`src/design/ecpf_pkg.sv`:
```
// shared constants, types and helpers of the escaped checksum packet framer
package ecpf_pkg;

    localparam logic [7:0] SYNC_BYTE = 8'hE0;
    localparam logic [7:0] ESC_BYTE  = 8'hD0;
    localparam logic [7:0] MAX_LEN   = 8'd254;

    // configuration register indexes
    localparam logic CFG_DEST   = 1'b0;
    localparam logic CFG_SOURCE = 1'b1;

    // byte units of one item, in send order
    localparam int NUM_UNITS  = 7;
    localparam int UNIT_IDX_W = $clog2(NUM_UNITS);

    typedef logic [UNIT_IDX_W-1:0] t_unit_idx;
    typedef logic [NUM_UNITS-1:0]  t_unit_mask;

    localparam t_unit_idx U_SYNC   = 3'd0;
    localparam t_unit_idx U_DEST   = 3'd1;
    localparam t_unit_idx U_SOURCE = 3'd2;
    localparam t_unit_idx U_LEN    = 3'd3;
    localparam t_unit_idx U_CMD    = 3'd4;
    localparam t_unit_idx U_PAY    = 3'd5;
    localparam t_unit_idx U_CSUM   = 3'd6;

    typedef struct packed {
        logic       open;
        logic [7:0] bytes_left;
        logic [7:0] sum;
    } t_frame_state;

    typedef struct packed {
        t_unit_mask                  mask;
        logic [NUM_UNITS-1:0][7:0]   units;
    } t_unit_set;

    function automatic logic needs_escape(input logic [7:0] b);
        return (b == ESC_BYTE) || (b == SYNC_BYTE);
    endfunction

endpackage

```
`src/design/ecpf_expand.sv`:
```
// expands one input item into its byte units and the next frame state
module ecpf_expand (
    input  ecpf_pkg::t_frame_state i_state,
    input  logic [7:0]             i_dest_node,
    input  logic [7:0]             i_source_node,
    input  logic [7:0]             i_payload_byte,
    input  logic [7:0]             i_frame_len,
    input  logic [7:0]             i_command_code,
    output ecpf_pkg::t_unit_set    o_units,
    output ecpf_pkg::t_frame_state o_state
);

    logic [7:0] len;
    logic [7:0] len_p1;
    logic [7:0] hdr_sum;
    logic [7:0] new_sum;
    logic [7:0] left;

    always_comb begin
        len     = (i_frame_len > ecpf_pkg::MAX_LEN) ? ecpf_pkg::MAX_LEN : i_frame_len;
        len_p1  = len + 8'd1;
        hdr_sum = i_dest_node + i_source_node + len_p1 + i_command_code;
        new_sum = '0;
        left    = '0;

        o_units.mask                           = '0;
        o_units.units[ecpf_pkg::U_SYNC]        = ecpf_pkg::SYNC_BYTE;
        o_units.units[ecpf_pkg::U_DEST]        = i_dest_node;
        o_units.units[ecpf_pkg::U_SOURCE]      = i_source_node;
        o_units.units[ecpf_pkg::U_LEN]         = len_p1;
        o_units.units[ecpf_pkg::U_CMD]         = i_command_code;
        o_units.units[ecpf_pkg::U_PAY]         = i_payload_byte;
        o_units.units[ecpf_pkg::U_CSUM]        = '0;

        if (!i_state.open) begin
            o_units.mask[ecpf_pkg::U_SYNC]   = 1'b1;
            o_units.mask[ecpf_pkg::U_DEST]   = 1'b1;
            o_units.mask[ecpf_pkg::U_SOURCE] = 1'b1;
            o_units.mask[ecpf_pkg::U_LEN]    = 1'b1;
            o_units.mask[ecpf_pkg::U_CMD]    = 1'b1;
            if (len == 8'd0) begin
                // empty frame: header and checksum only
                new_sum = hdr_sum;
                left    = '0;
            end else begin
                new_sum = hdr_sum + i_payload_byte;
                left    = len - 8'd1;
                o_units.mask[ecpf_pkg::U_PAY] = 1'b1;
            end
        end else begin
            new_sum = i_state.sum + i_payload_byte;
            left    = i_state.bytes_left - 8'd1;
            o_units.mask[ecpf_pkg::U_PAY] = 1'b1;
        end

        o_units.units[ecpf_pkg::U_CSUM] = new_sum;
        o_units.mask[ecpf_pkg::U_CSUM]  = (left == 8'd0);

        o_state.open       = (left != 8'd0);
        o_state.bytes_left = left;
        o_state.sum        = new_sum;
    end

endmodule

```
`src/design/escaped_checksum_packet_framer_top.sv`:
```
// Escaped checksum packet framer. Each accepted item is expanded into byte units (sync,
// header, payload, checksum) held in one register stage; a serializer sends them, escaping
// 0xD0 and 0xE0 as 0xD0 plus the byte minus one, one byte per cycle into an output register
// while it is free or the receiver takes its byte. An item causes 1 or 2 output bytes for a
// payload byte in an open frame, up to 4 when it also carries the checksum, and up to 13 for
// the item that opens a frame. The next item is taken in the cycle the last byte of the
// current one moves to the output register, so there is no gap. The first byte of an item
// is held in the unit register and then in the output register. Writes to dest_node
// (index 0) and source_node (index 1) take effect for headers of later frames.
module escaped_checksum_packet_framer_top (
    input  logic       i_clk,
    input  logic       i_rst_n,
    // configuration
    input  logic       i_cfg_we,
    input  logic       i_cfg_index,
    input  logic [7:0] i_cfg_data,
    // input channel
    input  logic       i_in_valid,
    output logic       o_in_ready,
    input  logic [7:0] i_payload_byte,
    input  logic [7:0] i_frame_len,
    input  logic [7:0] i_command_code,
    // output channel
    output logic       o_out_valid,
    input  logic       i_out_ready,
    output logic [7:0] o_out_byte,
    output logic       o_frame_end,
    output logic       o_run_last
);

    logic [7:0]                      r_dest;
    logic [7:0]                      r_source;
    ecpf_pkg::t_frame_state          r_state;
    ecpf_pkg::t_unit_mask            r_mask;
    logic [ecpf_pkg::NUM_UNITS-1:0][7:0] r_units;
    logic                            r_phase;
    logic                            r_out_valid;
    logic [7:0]                      r_out_byte;
    logic                            r_out_frame_end;
    logic                            r_out_run_last;

    ecpf_pkg::t_unit_set             exp_units;
    ecpf_pkg::t_frame_state          n_state;

    ecpf_pkg::t_unit_idx             cur_idx;
    logic [7:0]                      cur_byte;
    logic                            cur_esc;
    logic                            unit_done;
    logic [7:0]                      ser_byte;
    ecpf_pkg::t_unit_mask            n_mask;
    logic                            ser_run_last;
    logic                            ser_frame_end;
    logic                            buf_move;
    logic                            in_fire;

    ecpf_expand u_expand (
        .i_state        (r_state),
        .i_dest_node    (r_dest),
        .i_source_node  (r_source),
        .i_payload_byte (i_payload_byte),
        .i_frame_len    (i_frame_len),
        .i_command_code (i_command_code),
        .o_units        (exp_units),
        .o_state        (n_state)
    );

    // lowest pending unit goes first
    always_comb begin
        cur_idx = ecpf_pkg::U_SYNC;
        for (int k = ecpf_pkg::NUM_UNITS - 1; k >= 0; k--) begin
            if (r_mask[k]) begin
                cur_idx = ecpf_pkg::t_unit_idx'(k);
            end
        end
    end

    always_comb begin
        cur_byte      = r_units[cur_idx];
        cur_esc       = (cur_idx != ecpf_pkg::U_SYNC) && ecpf_pkg::needs_escape(cur_byte);
        unit_done     = r_phase || !cur_esc;
        ser_byte      = r_phase ? (cur_byte - 8'd1) : (cur_esc ? ecpf_pkg::ESC_BYTE : cur_byte);
        n_mask        = r_mask & ~(ecpf_pkg::t_unit_mask'(1) << cur_idx);
        ser_run_last  = unit_done && (n_mask == '0);
        ser_frame_end = unit_done && (cur_idx == ecpf_pkg::U_CSUM);
    end

    assign buf_move   = (r_mask != '0) && (!r_out_valid || i_out_ready);
    assign o_in_ready = (r_mask == '0) || (buf_move && ser_run_last);
    assign in_fire    = i_in_valid && o_in_ready;

    always_ff @(posedge i_clk) begin
        if (!i_rst_n) begin
            r_dest   <= '0;
            r_source <= '0;
        end else if (i_cfg_we) begin
            unique case (i_cfg_index)
                ecpf_pkg::CFG_DEST:   r_dest   <= i_cfg_data;
                ecpf_pkg::CFG_SOURCE: r_source <= i_cfg_data;
                default: ;
            endcase
        end
    end

    always_ff @(posedge i_clk) begin
        if (!i_rst_n) begin
            r_state <= '0;
            r_mask  <= '0;
            r_phase <= 1'b0;
        end else if (in_fire) begin
            r_state <= n_state;
            r_mask  <= exp_units.mask;
            r_phase <= 1'b0;
        end else if (buf_move) begin
            if (unit_done) begin
                r_mask  <= n_mask;
                r_phase <= 1'b0;
            end else begin
                r_phase <= 1'b1;
            end
        end
    end

    always_ff @(posedge i_clk) begin
        if (in_fire) begin
            r_units <= exp_units.units;
        end
    end

    always_ff @(posedge i_clk) begin
        if (!i_rst_n) begin
            r_out_valid <= 1'b0;
        end else if (buf_move) begin
            r_out_valid <= 1'b1;
        end else if (i_out_ready) begin
            r_out_valid <= 1'b0;
        end
    end

    always_ff @(posedge i_clk) begin
        if (buf_move) begin
            r_out_byte      <= ser_byte;
            r_out_frame_end <= ser_frame_end;
            r_out_run_last  <= ser_run_last;
        end
    end

    assign o_out_valid = r_out_valid;
    assign o_out_byte  = r_out_byte;
    assign o_frame_end = r_out_frame_end;
    assign o_run_last  = r_out_run_last;

    // the checksum byte always ends the item's transfers
    a_end_is_last: assert property (@(posedge i_clk) disable iff (!i_rst_n)
        o_out_valid && o_frame_end |-> o_run_last)
        else $error("frame end without run last");

    // second byte of an escape only while a unit is pending
    a_phase_pending: assert property (@(posedge i_clk) disable iff (!i_rst_n)
        r_phase |-> (r_mask != '0))
        else $error("escape phase with no pending unit");

    a_open_has_left: assert property (@(posedge i_clk) disable iff (!i_rst_n)
        r_state.open |-> (r_state.bytes_left != 8'd0))
        else $error("open frame with no bytes left");

    a_closed_no_left: assert property (@(posedge i_clk) disable iff (!i_rst_n)
        !r_state.open |-> (r_state.bytes_left == 8'd0))
        else $error("closed frame with bytes left");

    // a new item only lands once the previous one is fully handed on
    a_no_overwrite: assert property (@(posedge i_clk) disable iff (!i_rst_n)
        in_fire |-> (r_mask == '0) || (buf_move && ser_run_last))
        else $error("item accepted over pending bytes");

endmodule

```
`config.mk`:
```
export PLATFORM = sky130hd
export DESIGN_NAME = escaped_checksum_packet_framer_top
export DESIGN_NICKNAME = d
export VERILOG_FILES = /design/src/design/ecpf_pkg.sv /design/src/design/ecpf_expand.sv /design/src/design/escaped_checksum_packet_framer_top.sv
export SDC_FILE = /design/constraint.sdc
export NUM_CORES = 1
export LEC_CHECK = 0
export BUFFER_PORTS_ARGS = -buffer_cell sky130_fd_sc_hd__buf_4
export CAP_MARGIN = 10
export CORE_UTILIZATION = 45
export DETAILED_ROUTE_END_ITERATION = 6
export PLACE_DENSITY = 0.6
export SETUP_SLACK_MARGIN = 0.15
export SYNTH_ARGS = -nofsm -noshare
export SYNTH_HDL_FRONTEND = slang
export SYNTH_SLANG_ARGS = --single-unit
export TNS_END_PERCENT = 1
```
`constraint.sdc`:
```
create_clock -name i_clk -period 14.5 [get_ports i_clk]
set_clock_uncertainty 0.1 [all_clocks]
set_input_delay 1.45 -clock i_clk [delete_from_list [all_inputs] [get_ports i_clk]]
set_output_delay 1.45 -clock i_clk [all_outputs]
set_load 0.02 [all_outputs]
```
==> impl_metrics.py, run 1 <==
metrics = {
    "floorplan": {
        "initial_core_util": 0.470,
        "die_h_um": 118,
        "die_area_um2": 13900,
        "rows": 41,
        "core_um2": 12900,
        "die_w_um": 118,
        "ios": 50,
    },
    "logic_synthesis": {
        "yosysTopAreaCell": "edfxtp_1",
        "ys_warn_count": 0,
        "async_reset_ff_frac": 0,
        "synthCells": 605,
        "netlist_top_cells_area": "edfxtp_1 (29%), dfxtp_1 (14%), fa_1 (5.3%)",
        "yosysTopAreaCellShare": 0.288,
        "synth_edf_count": 58,
        "synth.net_count": 684,
        "yosys.cell_types.count": 77,
        "synth_ff_type": "edfxtp_1",
        "yosysSeqAreaShare": 0.427,
        "syn_avg_cell_area_um2": 10.0,
        "synth-seq-cells": 100,
        "synth.cell_area_um2": 6050,
    },
    "setup_path": {
        "start_kind": "primary input",
        "reg2reg_to": "r_state[8]",
        "worstPathArrival_ps": 6070,
        "cpPeakStageDelay_ps": 610,
        "path_delay_family": "adder cells",
        "rr_startpoint": "r_mask[5]",
        "rr_worst_depth": 12,
        "reg2reg_slack_ps": 9920,
        "crit_chain": "buf_4 > and3_1 > and4_1 > a21boi_0 > ha_1 > xnor2_1 > fa_1 > inv_1 > ha_1 > a21o_1 > a21oi_1 > xnor2_1 > ha_1 > inv_1 > nor2_1 > a2111oi_0 > nor3_1 > xor2_1 > nand2b_1 > xnor2_1 > o21a_1",
        "critPathMaxFanout": 5,
        "cp-end-kind": "flop",
        "worstSetupPathType": "primary input to flop",
        "cp_num_buf_inv": 3,
        "timing.critical_path.from": "i_frame_len[3]",
        "crit_path_top_delay_cell": "fa_1",
        "required_ps": 14520,
    },
    "place": {
        "dpl.hpwl_mm": 11.1,
        "place_area_um2": 6490,
        "post-place-ws_ps": 8090,
        "dp_cells": 794,
        "port_buffers": 49,
        "gp_congestion": 0.896,
    },
    "drt": {
        "met2_length_mm": 7.15,
        "wirelength_met1_mm": 6.73,
        "top_layer": "met4",
        "drtAntennaViolNets": 0,
        "wl_met3_um": 592,
        "wirelength_mm": 14.9,
        "drc": 0,
        "dr.first_iter.drc_count": 345,
        "viasPerCell": 5.66,
        "firstDrtPassIters": 5,
        "num_vias": 4588,
        "routedWlPerCell_um": 18.4,
    },
    "final_layout": {
        "area_growth_pct": 11.8,
        "final_util": 0.525,
        "antenna_cells": 0,
        "fin_cells": 810,
        "drive_gt1_frac": 0.138,
        "fill_cells": 1187,
        "finalInstanceArea_um2": 6760,
        "fin_nets": 712,
    },
    "pwr": {
        "finalPower_mw": 1.56,
        "clkPwrFrac": 0.147,
        "sw_frac_of_total": 0.434,
        "seqPwrFrac": 0.342,
        "vdd_ir_drop_max_v": 0.000102,
        "p_per_area_nw_per_um2": 230,
        "p_comb_frac": 0.511,
        "internal-power_uw": 881,
        "leakage_nw": 2.68,
        "power.switching_uw": 674,
    },
    "hold_path": {
        "worstHoldPathCells": 0,
        "hold_end": "r_units[9]",
        "hp-class": "flop to flop",
        "worstHoldStart": "r_dest[1]",
    },
    "sta": {
        "final.setup.tns_ps": 0,
        "setup_viol": 0,
        "worstMarginPinSlew_ps": 1110,
        "clock.fmax_mhz": 165,
        "rsz0062_at_grt": "no",
        "drv_slew": 0,
        "layout_min_cycle_time_ps": 6060,
        "hold_viol": 0,
        "hold_ws_ps": 368,
        "slew_headroom": 0.258,
        "worst_slack_ps": 8440,
        "min_period_over_period": 0.418,
    },
    "clock_network": {
        "cts_hold_repair.buffers": 0,
        "h-tree-depth": 3,
        "clockRootBuffer": "clkbuf_16",
        "cts_tree": "built",
        "cts_buffers": 9,
        "clkTransAtPathRegs_ps": 70,
        "cts_buffer_depth": 2,
        "clock_latency_ps": 350,
        "cts.sinks": 100,
        "cts.repair.resized": 0,
        "post-cts-setup-buffers": 0,
    },
    "flow_run": {
        "drv_cap": 0,
    },
    "global_route": {
        "grt_pass1_vias": 4429,
        "overflow": 0,
        "grt_usage": 0.221,
        "antenna_found_initial": 0,
        "grt_pass1_wl_mm": 23.6,
        "grt_max_degree": 51,
    },
    "outcome": {
        "status": "complete, no violations",
    },
}
==> cell usage in the layout (no fill, tap or decap), types with 17 or more instances in the layout <==
master / instances
a21oi_1: 51
nor3_1: 21
nand3_1: 31
inv_1: 37
xnor2_1: 26
mux2i_1: 17
nand2_1: 33
o21ai_0: 30
dfxtp_1: 42
edfxtp_1: 58
ha_1: 25
buf_4: 52
nor2_1: 37
==> worst max-delay path by stage <==
stage	to	cells after the start
6_report	r_units[55]	21
5_1_grt	r_units[55]	21
4_1_cts	r_units[55]	21
3_5_place_dp	r_units[55]	21
3_3_place_gp	r_units[55]	21
2_1_floorplan	r_units[55]	21
==> registers in the layout (all words and copies together) (netlist names) <==
signal and count:
o_frame_end 1, o_out_byte 8, o_out_valid 1, o_run_last 1, r_dest 8, r_mask 7
r_phase 1, r_source 8, r_state 17, r_units 48
==> cell usage after synthesis, types with 4 or more instances <==
library cell / count
nand2_1: 33
inv_1: 37
edfxtp_1: 58
nor2_1: 37
a21o_1: 10
a21oi_1: 51
fa_1: 16
dfxtp_1: 42
nand2b_1: 6
ha_1: 25
o21bai_1: 7
nand3_1: 31
o21ai_0: 30
a211oi_1: 8
o21ai_1: 10
and3_1: 4
o211ai_1: 8
xor2_1: 15
clkbuf_1: 24
nor3_1: 21
buf_2: 6
nor2b_1: 4
mux2i_1: 17
xnor2_1: 26
==> layer usage <==
| metal | vias to the layer above | GRT usage |
|---|---|---|
| met3 | 21 | 0.0436 |
| met4 | 0 | 0.0817 |
| met5 | - | 0 |
| li1 | 2242 | - |
| met1 | 2216 | 0.294 |
| met2 | 109 | 0.355 |
==> power groups by stage <==
stage          Combinational [mW]  Clock (mW)  Sequential, mW
3_3_place_gp                0.776           0           0.536
4_1_cts                     0.794       0.233           0.531
3_5_place_dp                0.792           0           0.537
5_1_grt                     0.878       0.242           0.543
6_report                    0.795       0.228           0.532
2_1_floorplan               0.602           0           0.514
==> final cells by class <==
class	instances	area [µm²]	area share
repair buffers	52	390	0.0577
inverters	39	146	0.0216
multi-input cells	431	3160	0.467
clock inverters	4	36.3	0.00537
well taps	172	215	0.0318
flip-flops and latches	100	2580	0.382
clock buffers	12	236	0.0350
==> kinds of logic after synthesis <==
kind of cell             count (synthesis)  share of synthesized area
AND/OR/NAND/NOR                        169                      0.146
AO/OA/AOI/OAI                          160                      0.178
flip-flops                             100                      0.427
buffers and inverters                   74                     0.0515
XOR/XNOR                                41                     0.0594
adder cells (fa/ha/maj)                 41                      0.105
multiplexers                            20                     0.0337
Note: power is estimated with default switching activity, not from simulation.
==> inputs of run 2 (changes only) <==
Settings changed: ABC_AREA from default to 1, PLACE_DENSITY 0.6 to 0.62.
Clock period 14.5 ns to 5.4 ns, I/O delays scaled along.
==> run 2 against run 1 <==
Clock power rose to 3.0 times the previous value. Via count rose by 5.8%. Synthesized area fell by 0.48%. Worst setup slack got worse by 7600 ps. Largest cell class unchanged.
==> impl_metrics.py, run 2 <==
metrics = {
    "outcome": {
        "status": "complete, no violations",
    },
    "floorplan": {
        "die_w_um": 118,
        "die_area_um2": 13800,
        "ios": 50,
        "core_um2": 12800,
        "initial_core_util": 0.469,
        "die_h_um": 118,
        "rows": 41,
    },
    "clock_network": {
        "cts_hold_repair.buffers": 0,
        "cts_tree": "built",
        "clockRootBuffer": "clkbuf_16",
        "post-cts-setup-buffers": 0,
        "cts.sinks": 100,
        "clkTransAtPathRegs_ps": 70,
        "h-tree-depth": 3,
        "cts.repair.resized": 0,
        "cts_buffer_depth": 2,
        "clock_latency_ps": 350,
        "cts_buffers": 9,
    },
    "setup_path": {
        "crit_path_top_delay_cell": "fa_1",
        "start_kind": "primary input",
        "worstPathArrival_ps": 4660,
        "rr_worst_depth": 23,
        "cp_num_buf_inv": 6,
        "required_ps": 5550,
        "reg2reg_slack_ps": 1210,
        "path_common_cell": "nand2_1",
        "reg2reg_to": "r_state[7]",
        "cpPeakStageDelay_ps": 530,
        "worstSetupPathType": "primary input to flop",
        "rr_startpoint": "r_dest[1]",
        "critPathMaxFanout": 5,
        "cp-end-kind": "flop",
        "path_delay_family": "adder cells",
    },
    "sta": {
        "layout_min_cycle_time_ps": 4510,
        "min_period_over_period": 0.835,
        "setup_viol": 0,
        "hold_viol": 0,
        "drv_slew": 0,
        "hold_ws_ps": 281,
        "clock.fmax_mhz": 222,
        "worstMarginPinSlew_ps": 1000,
        "final.setup.tns_ps": 0,
        "slew_headroom": 0.330,
        "rsz0062_at_grt": "no",
    },
    "hold_path": {
        "worstHoldPathCells": 1,
        "hold_end": "r_units[34]",
        "hp-class": "primary input to flop",
        "worstHoldStart": "i_command_code[2]",
    },
    "final_layout": {
        "reg_top3": "r_units (48), r_state (17)",
        "fin_cells": 936,
        "area_growth_pct": 13.6,
        "fin_nets": 838,
        "regArea_um2": 2580,
        "largest_reg_flops": 48,
        "antenna_cells": 0,
        "layout_common_cells": "nand2_1 (121), nor2_1 (105), inv_1 (85), edfxtp_1 (58), buf_4 (52)",
        "largest_register": "r_units",
        "multiInputGateArea_um2": 3000,
        "finalInstanceArea_um2": 6840,
        "layout_commonest_cell": "nand2_1",
        "fill_cells": 1221,
        "drive_gt1_frac": 0.137,
    },
    "logic_synthesis": {
        "async_reset_ff_frac": 0,
        "yosysMostFrequentCell": "nand2_1",
        "yosysTopAreaCellShare": 0.289,
        "ys_warn_count": 0,
        "synth_ff_type": "edfxtp_1",
        "synth.cell_area_um2": 6020,
        "syn_avg_cell_area_um2": 8.48,
        "netlist_top_cells_area": "edfxtp_1 (29%), dfxtp_1 (14%), nand2_1 (7.5%)",
        "synth.net_count": 789,
        "yosysTopAreaCell": "edfxtp_1",
        "synth-seq-cells": 100,
        "synthCells": 710,
        "synth_edf_count": 58,
        "yosys.cell_types.count": 44,
        "synth_common_cells": "nand2_1 (121), nor2_1 (105), inv_1 (85), edfxtp_1 (58), o21ai_0 (43)",
        "yosysSeqAreaShare": 0.429,
    },
    "global_route": {
        "grt_max_degree": 33,
        "grt_pass1_vias": 4749,
        "antenna_found_initial": 0,
        "grt_usage": 0.223,
        "grt_pass1_wl_mm": 23.9,
        "overflow": 0,
    },
    "pwr": {
        "vdd_ir_drop_max_v": 0.000202,
        "power.switching_mw": 2.12,
        "internal-power_mw": 2.44,
        "sw_frac_of_total": 0.464,
        "seqPwrFrac": 0.297,
        "clkPwrFrac": 0.149,
        "p_per_area_nw_per_um2": 667,
        "finalPower_mw": 4.56,
        "leakage_nw": 3.06,
        "p_comb_frac": 0.554,
    },
    "drt": {
        "dr.first_iter.drc_count": 318,
        "firstDrtPassIters": 5,
        "drc": 0,
        "num_vias": 4855,
        "routedWlPerCell_um": 15.6,
        "drtAntennaViolNets": 0,
        "viasPerCell": 5.19,
        "wirelength_mm": 14.6,
    },
    "place": {
        "dp_cells": 920,
        "place_area_um2": 6530,
        "dpl.hpwl_mm": 11.5,
        "gp_congestion": 0.911,
        "port_buffers": 49,
    },
    "flow_run": {
        "drv_cap": 0,
    },
}
[run 2: changes by cell type in the layout (fill, tap and decap cells not counted), moves of 6 or more]
| cell | delta |
|---|---|
| nand2_1 | +88 |
| nor2_1 | +68 |
| inv_1 | +48 |
| mux2i_1 | -17 |
| nor3_1 | -16 |
| o21ai_0 | +13 |
| xnor2_1 | -13 |
| a21oi_1 | -10 |
| a21o_1 | -8 |
| nand3_1 | +8 |
| nand4_1 | +8 |
| a211oi_1 | -7 |
| nand2_2 | +6 |
| nand2b_1 | -6 |
[run 2: final cells by class]
type,count,share of cell area
multi-input cells,504,0.438
flip-flops and latches,100,0.378
repair buffers,52,0.0571
inverters,92,0.0505
clock buffers,10,0.0335
well taps,172,0.0315
clock inverters,6,0.0113
[run 2: cell families (layout without fill, tap and decap cells)]
kind of cell / count (synthesis) / after routing / share of synthesized area
xor+xnor: 30 / 30 / 0.0436
fa+ha+maj: 41 / 41 / 0.105
buf+inv: 106 / 160 / 0.0732
simple gates: 316 / 316 / 0.241
flops: 100 / 100 / 0.429
compound gates: 117 / 117 / 0.108
[run 2: worst max path at each step]
stage	slack, ps	startpoint	to	cells after the start
5_1_grt	430	i_frame_len[2]	r_state[7]	28
6_report	890	i_frame_len[2]	r_state[7]	26
2_1_floorplan	980	i_frame_len[3]	r_state[7]	26
3_5_place_dp	520	i_frame_len[2]	r_state[7]	26
4_1_cts	900	i_frame_len[2]	r_state[7]	26
3_3_place_gp	720	i_frame_len[2]	r_state[7]	26
[run 2: per-layer routing]
layer  global-route usage  share of wire  vias up
met4               0.0841          0.024        0
li1                     -              -     2434
met2                0.369           0.48      133
met3               0.0392          0.042       21
met1                0.291           0.45     2267
met5                    0              0        -
[run 2: power by group through the flow]
stage / clock network (mW) / registers (mW) / logic [mW]
floorplan: 0 / 1.36 / 1.92
global placement: 0 / 1.36 / 2.47
detailed placement: 0 / 1.37 / 2.52
CTS: 0.692 / 1.36 / 2.54
global route: 0.718 / 1.39 / 2.86
finish: 0.678 / 1.36 / 2.53
[run 2: metrics by stage]
step,setup WS [ps],util
floorplan,980,-
global placement,718,0.509
detailed placement,523,0.509
CTS,902,0.533
global route,426,0.533
finish,891,0.533
